File: src/hdl/rtfh_pkg.sv
// ----------------------------------------------------------------------------
// rtfh_pkg
// Shared types, constants and fixed-point helpers of the ray/triangle block.
// ----------------------------------------------------------------------------
package rtfh_pkg;

  localparam int CW = 32;
  localparam int FB = 16;

  typedef logic signed [CW-1:0] coord_t;

  localparam coord_t VMAX = {1'b0, {(CW-1){1'b1}}};
  localparam coord_t VMIN = {1'b1, {(CW-1){1'b0}}};
  localparam coord_t ONE  = coord_t'(64'd1 << FB);
  localparam coord_t EPS  = coord_t'(((64'd1 << FB) + 64'd5000) / 64'd10000);

  localparam int CFG_IDX_W = 3;
  localparam logic [CFG_IDX_W-1:0] REG_ORIGIN_X = 3'd0;
  localparam logic [CFG_IDX_W-1:0] REG_ORIGIN_Y = 3'd1;
  localparam logic [CFG_IDX_W-1:0] REG_ORIGIN_Z = 3'd2;
  localparam logic [CFG_IDX_W-1:0] REG_DIR_X    = 3'd3;
  localparam logic [CFG_IDX_W-1:0] REG_DIR_Y    = 3'd4;
  localparam logic [CFG_IDX_W-1:0] REG_DIR_Z    = 3'd5;

  // Datapath operation codes.
  typedef enum logic [1:0] {
    OP_SUB, OP_MUL, OP_ADD, OP_HOLD
  } op_t;

  typedef struct packed {
    logic       load;      // capture triangle, start edge terms
    logic       step;      // advance the micro-program one step
    logic       div_start; // start reciprocal
  } dp_cmd_t;

  typedef struct packed {
    logic       prog_done; // micro-program reached end or rejected
    logic       div_busy;
    logic       need_div;  // program waits on reciprocal
    logic       hit;
  } dp_stat_t;

  // Saturating add/sub.
  function automatic coord_t sadd(coord_t a, coord_t b);
    logic signed [CW:0] s;
    s = {a[CW-1], a} + {b[CW-1], b};
    if (s[CW] != s[CW-1]) return s[CW] ? VMIN : VMAX;
    return s[CW-1:0];
  endfunction

  function automatic coord_t ssub(coord_t a, coord_t b);
    logic signed [CW:0] s;
    s = {a[CW-1], a} - {b[CW-1], b};
    if (s[CW] != s[CW-1]) return s[CW] ? VMIN : VMAX;
    return s[CW-1:0];
  endfunction

  // Product shifted right by FB (floor), saturated.
  function automatic coord_t mul_sat(logic signed [2*CW-1:0] p);
    logic signed [2*CW-1:0] q;
    q = p >>> FB;
    if (q > $signed({{CW{VMAX[CW-1]}}, VMAX})) return VMAX;
    if (q < $signed({{CW{VMIN[CW-1]}}, VMIN})) return VMIN;
    return q[CW-1:0];
  endfunction

endpackage

File: src/hdl/rtfh_ctrl.sv
// ----------------------------------------------------------------------------
// rtfh_ctrl
// Sequences one triangle: accept, run datapath, post result on a hit or last triangle, track hit_seen.
// ----------------------------------------------------------------------------
module rtfh_ctrl import rtfh_pkg::*; (
  input  logic     clk,
  input  logic     rst,
  input  logic     in_valid,
  input  logic     in_last,
  output logic     in_ready,
  output dp_cmd_t  cmd,
  input  dp_stat_t stat,
  input  logic     out_free,
  output logic     out_load,
  output logic     out_hit
);
  localparam logic [1:0] S_IDLE = 2'd0, S_RUN = 2'd1, S_DIV = 2'd2, S_DONE = 2'd3;

  logic [1:0] state, state_next;
  logic       hit_seen, last;
  logic       acc;

  assign in_ready = (state == S_IDLE);
  assign acc      = in_valid && in_ready;

  always_comb begin
    state_next    = state;
    cmd.load      = 1'b0;
    cmd.step      = 1'b0;
    cmd.div_start = 1'b0;
    out_load      = 1'b0;
    out_hit       = stat.hit;
    unique case (state)
      S_IDLE: if (acc && !hit_seen) begin
        cmd.load   = 1'b1;
        state_next = S_RUN;
      end
      S_RUN: begin
        if (stat.need_div) begin
          cmd.div_start = 1'b1;
          state_next    = S_DIV;
        end else if (stat.prog_done) begin
          state_next = S_DONE;
        end else begin
          cmd.step = 1'b1;
        end
      end
      S_DIV: if (!stat.need_div) state_next = S_RUN;
      S_DONE: begin
        if (!stat.hit && !last) begin
          state_next = S_IDLE;
        end else if (out_free) begin
          out_load   = 1'b1;
          state_next = S_IDLE;
        end
      end
      default: state_next = S_IDLE;
    endcase
  end

  always_ff @(posedge clk) begin
    if (rst) begin
      state    <= S_IDLE;
      hit_seen <= 1'b0;
      last     <= 1'b0;
    end else begin
      state <= state_next;
      if (acc) begin
        last <= in_last;
        if (hit_seen && in_last) hit_seen <= 1'b0;
      end
      if (out_load && stat.hit) hit_seen <= !last;
    end
  end
endmodule

File: config.mk
export PLATFORM = sky130hd
export DESIGN_NAME = rtfh_ctrl
export DESIGN_NICKNAME = d
export VERILOG_FILES = /design/src/hdl/rtfh_pkg.sv /design/src/hdl/rtfh_ctrl.sv
export SDC_FILE = /design/constraint.sdc
export NUM_CORES = 1
export LEC_CHECK = 0
export BUFFER_PORTS_ARGS = -buffer_cell sky130_fd_sc_hd__buf_2
export CAP_MARGIN = 20
export CORE_AREA = 4 4 41 43
export CTS_CLUSTER_SIZE = 8
export DETAILED_ROUTE_END_ITERATION = 6
export DIE_AREA = 0 0 45 47
export GPL_TIMING_DRIVEN = 0
export SETUP_SLACK_MARGIN = 0.15
export SLEW_MARGIN = 20
export SYNTH_ARGS = -nofsm -noshare
export SYNTH_HDL_FRONTEND = slang
export SYNTH_SLANG_ARGS = --single-unit
export TNS_END_PERCENT = 10
File: constraint.sdc
create_clock -name clk -period 1.67 [get_ports clk]
set_clock_uncertainty 0.05 [all_clocks]
set_input_delay 0.2505 -clock clk [delete_from_list [all_inputs] [get_ports clk]]
set_output_delay 0.2505 -clock clk [all_outputs]
set_load 0.02 [all_outputs]
==> results of run 1 <==
[area by class of cell]
cell class / count / area share
Timing Repair Buffer: 15 / 0.215
Inverter: 3 / 0.0280
Sequential cell: 4 / 0.202
Clock buffer: 3 / 0.0561
Tap cell: 15 / 0.0467
Multi-Input combinational cell: 24 / 0.405
Buffer: 2 / 0.0467
[power by group through the flow]
stage                     Sequential (mW)  Combinational, mW  Clock, mW
after CTS                           0.109             0.0991      0.126
after floorplan                     0.110             0.0611          0
after global routing                0.111              0.115      0.138
after detailed placement            0.111             0.0890          0
after global placement              0.111             0.0880          0
final                               0.110              0.104      0.118
[worst paths after layout]
check                           startpoint  endpoint  cells past startpoint
worst max-delay path              state[0]    cmd[2]                      4
worst min-delay path                   rst  state[1]                      2
worst min register to register        last      last                      2
worst max register to register    state[0]  hit_seen                      5
[synth_stat cells (all sizes together)]
library cell,number,share of area
nand3b,1,0.029
inv,3,0.043
a31oi,1,0.024
a21oi,1,0.019
o211ai,2,0.077
nor3,2,0.038
mux2i,1,0.038
buf,2,0.072
dfxtp,4,0.31
nand4,1,0.024
nor2,8,0.12
o21ai,1,0.019
o221a,1,0.043
a221oi,1,0.034
or3b,1,0.043
or2,2,0.048
nand2b,1,0.024
[metal layers]
layer	vias up	wire (um)
met1	119	283
met2	13	254
met5	-	0
met3	0	86
met4	0	0
li1	151	-
[flip-flops by register name, summed over array words and instances (netlist names)]
signal and flops:
state 2, last 1, hit_seen 1
[repair_timing]
item,4_1_cts,5_1_grt
setup endpoints to repair,1,4
setup buffers,2,0
resized for setup,1,5
pin swaps,2,2
[cells by family after synthesis]
| logic type | Yosys count | synth area share |
|---|---|---|
| and+or+nand+nor | 16 | 0.322 |
| muxes | 1 | 0.0385 |
| AOI/OAI and AO/OA | 7 | 0.216 |
| DFF | 4 | 0.308 |
| buffers and inverters | 5 | 0.115 |
[cells in the final DEF (no fill, tap or decap)]
cell      instances
a21oi_1           1
a221oi_1          1
a31oi_1           1
buf_2            12
buf_4             3
buf_6             2
clkbuf_4          3
dfxtp_1           3
dfxtp_2           1
inv_1             3
mux2i_1           1
nand2b_1          1
nand3b_1          1
nand4_1           1
nor2_1            7
nor2_4            1
nor3_1            1
nor3_2            1
o211ai_1          1
o211ai_2          1
o21ai_0           1
o221a_2           1
or2_2             2
or3b_4            1
[through the flow]
step	power, mW	cell area [sq um]	cells
final	0.333	402	66
after global routing	0.364	402	66
after floorplan	0.171	260	33
after global placement	0.199	344	61
after detailed placement	0.200	344	61
after CTS	0.334	384	66
[worst reg2reg max path: cells and delay by family, from the launching register on]
family                 cells  cell delay, ps
flip-flops                 1             300
buffers and inverters      2             260
AO/OA/AOI/OAI              2             210
AND/OR/NAND/NOR            1             380
==> flow_summary.toml, run 1 <==
[outcome]
run_status = "finished, final reports clean"

[layout]
multiInputGateArea_sq_um = 163
drive_gt1_frac = 0.549
nNetsFinal = 62
regArea_sq_um = 81.3
antennaDiodeCount = 0
fin_util = 0.309
syn2layout_area_growth_pct = 54.3
fill_cells = 145

[sta]
worstMarginPinSlew_ps = 220
fmax_ghz = 0.658
min_period_ps = 1520
setup_ws_ps = 151
finalSetupViolCount = 0
hold_violations = 0
setup_tns_ps = 0
rsz0062_at_grt = "yes"
fin_crit_sh = 0.909
slew_viol_final = 0
worst_hold_slack_ps = 170
max_slew_margin = 0.853

[global_route]
first_global_vias = 262
antenna_found_initial = 0
busiest_layer = "met1"
track_usage = 0.0736
grt_pass1_wl_um = 1040
grt_max_degree = 10
overflow = 0
met2_usage = 0.0904
met1_usage = 0.0913
grt_util_met3 = 0.0690

[die]
rows = 13
die_area_sq_um = 2120
io-pin-count = 15
start_util = 0.200
die_h_um = 47
coreArea_sq_um = 1300
die_x_um = 45

[setup_path]
crit_type = "reg -> out"
max_stage_delay_ps = 380
crit_path_frequent_cell = "buf_6"
path_cells = "buf_6 > or3b_4 > nor2_4 > buf_6"
required_ps = 1370
startpoint_type = "flip-flop"
cp_max_fo = 2
cp_slowest_cell = "or3b_4"
critPathTopFamily = "simple AND/OR/NAND/NOR gates"
r2r_setup_slack_ps = 370
end_kind = "output pin"
worst_ep_arrival_time_ps = 1220
critical_path_buf_inv_count = 2

[clock_network]
numClockSinks = 4
cts_buffer_depth = 2
cts_buffers = 3
clk_latency_ps = 230
htreeDepth = 1
hold_buffers = 0
clkSlewWorstSetupHoldPaths_ps = 40
cts_tree = "built"
cts_root_buf = "clkbuf_4"

[synthesis]
syn-num-nets = 42
ys.warnings.count = 0
synth_area_sq_um = 260
synth.distinct_cells = 19
synth_area_per_cell_sq_um = 7.89
ys_ff_latch = 4
synthCells = 33
yosysSeqAreaShare = 0.308

[worst_hold_path]
min_path_type = "in -> reg"

[pwr]
power.leakage_nw = 0.190
p_seq_frac = 0.331
switching_share = 0.290
switchingPower_mw = 0.0966
internal-power_mw = 0.236
p_per_area_nw_per_um2 = 828
pwr-share-clk = 0.355
ir_drop_v = 0.000453
power.share.combinational = 0.314

[job]
timing.max_cap.violations = 0

[detailed_routing]
wl_per_cell_um = 9.45
viasPerCell = 4.29
vias = 283
drt_iter0_markers = 9
drt_pass1_iterations = 4
drc = 0
totalWireLength_um = 624
antenna_left = 0

[placed_design]
dp_slack_ps = 309
hpwl_um = 482
globalplace.congestion = 0.729
port_buffers = 13
No activity file was read; power rests on OpenSTA's default activity.
==> run 2: changes to the inputs <==
--- a/config.mk
+++ b/config.mk
@@ -13,4 +13,5 @@
 export DIE_AREA = 0 0 45 47
 export GPL_TIMING_DRIVEN = 0
+export REMOVE_ABC_BUFFERS = 1
 export SETUP_SLACK_MARGIN = 0.15
 export SLEW_MARGIN = 20
--- a/constraint.sdc
+++ b/constraint.sdc
@@ -3,3 +3,3 @@
 set_input_delay 0.2505 -clock clk [delete_from_list [all_inputs] [get_ports clk]]
 set_output_delay 0.2505 -clock clk [all_outputs]
-set_load 0.02 [all_outputs]
+set_load 0.05 [all_outputs]
==> run 2 against run 1 <==
  * Cell count rose by 1.5%
  * Combinational power rose by 31%
  * Clock power barely moved
  * Maximum frequency fell by 1.9%
  * Critical endpoint unchanged
  * Largest power group is now combinational cells
==> flow_summary.toml, run 2 (synthesis gave the netlist of run 1 again) <==
[outcome]
run_status = "finished, final reports clean"

[pwr]
p_per_area_nw_per_um2 = 890
ir_drop_v = 0.000266
total_power_mw = 0.364
power.leakage_nw = 0.194

[sta]
fin_crit_sh = 0.927
min_period_ps = 1550
hold_violations = 0
setup_tns_ps = 0
finalSetupViolCount = 0
slew_viol_final = 0
rsz0062_at_grt = "yes"
worstMarginPinSlew_ps = 284
max_slew_margin = 0.811
setup_ws_ps = 121
fmax_ghz = 0.646

[clock_network]
cts_buffers = 3
cts_tree = "built"
clk_latency_ps = 230
clkSlewWorstSetupHoldPaths_ps = 40
cts_buffer_depth = 2
cts_root_buf = "clkbuf_4"
numClockSinks = 4
htreeDepth = 1

[global_route]
first_global_vias = 257
grt_max_degree = 9
overflow = 0
track_usage = 0.0718
antenna_found_initial = 0
grt_pass1_wl_um = 986

[die]
coreArea_sq_um = 1300
die_x_um = 45
io-pin-count = 15
rows = 13
die_h_um = 47
start_util = 0.200
die_area_sq_um = 2120

[layout]
mostFrequentLayoutCells = "buf_2, nor2_1, buf_4"
instances_no_fill = 67
nNetsFinal = 63
stdcell_area_sq_um = 409
largest_reg_flops = 2
regMostFlops = "state"
fill_cells = 163
antennaDiodeCount = 0
drive_gt1_frac = 0.558
final_common_cell = "buf_2"
largestRegisters = "state: 2 flops, hit_seen: 1 flops, last: 1 flops"
syn2layout_area_growth_pct = 57.2

[placed_design]
dp_slack_ps = 219
hpwl_um = 505
port_buffers = 13
dp.cells = 59
placed_cell_area_sq_um = 325
globalplace.congestion = 0.629

[detailed_routing]
drt_iter0_markers = 2
drt_pass1_iterations = 4
drc = 0
wl_per_cell_um = 10.2
vias = 296
viasPerCell = 4.42
totalWireLength_um = 683
antenna_left = 0

[setup_path]
cp_slowest_cell = "or3b_4"
max_stage_delay_ps = 410
startpoint_type = "flip-flop"
end_kind = "output pin"
crit_type = "reg -> out"
required_ps = 1370
cp_max_fo = 8
path_cells = "or3b_4 > nor2_4 > buf_6"
worst_ep_arrival_time_ps = 1250

[job]
timing.max_cap.violations = 0

[worst_hold_path]
min_path_type = "in -> reg"
==> run 2: area by class of cell <==
type	instances	area, sq um	share of cell area
Timing Repair Buffer	18	111	0.272
Tap cell	15	18.8	0.0459
Inverter	3	11.3	0.0275
Clock buffer	3	22.5	0.0550
Multi-Input combinational cell	24	158	0.385
Sequential cell	4	87.6	0.214
==> run 2: timing repair <==
item / CTS / global route
setup endpoints to repair: 3 / 4
buffers inserted: 4 / 1
hold buffers: 0 / 0
endpoints found under the hold margin: 0 / 0
resized for setup: 6 / 3
pin swaps: 2 / 2
==> run 2: power by group <==
group | switching [mW] | internal (mW) | total, mW | leakage (nW)
registers | 0.00732 | 0.104 | 0.111 | 0.0341
logic | 0.0795 | 0.0562 | 0.136 | 0.146
clock network | 0.0376 | 0.0802 | 0.118 | 0.0138
==> run 2: path summary, 6_finish.rpt <==
kind	cells after the start	endpoint	slack, ps	start
setup reg to reg	5	hit_seen	260	state[1]
hold / removal	2	state[1]	160	rst
setup / recovery	3	cmd[2]	120	state[1]
hold reg to reg	2	hit_seen	470	hit_seen
==> run 2: metrics by stage <==
stage,util,hold slack (ps)
after floorplan,-,270
after global placement,0.250,412
after detailed placement,0.250,420
after CTS,0.301,165
after global routing,0.314,164
final,0.314,163
==> run 2: routing by layer <==
layer	GRT usage	wire length (um)	vias up
met2	0.105	294	12
met3	0.0230	52	3
met5	0	0	-
met1	0.0748	310	124
met4	0.0877	25	0
li1	-	-	157
==> run 2: critical path: cells and delay by family (launching register included) <==
family / cells / cell delay [ps]
buffers and inverters: 1 / 160
AND/OR/NAND/NOR: 2 / 500
flip-flops: 1 / 360
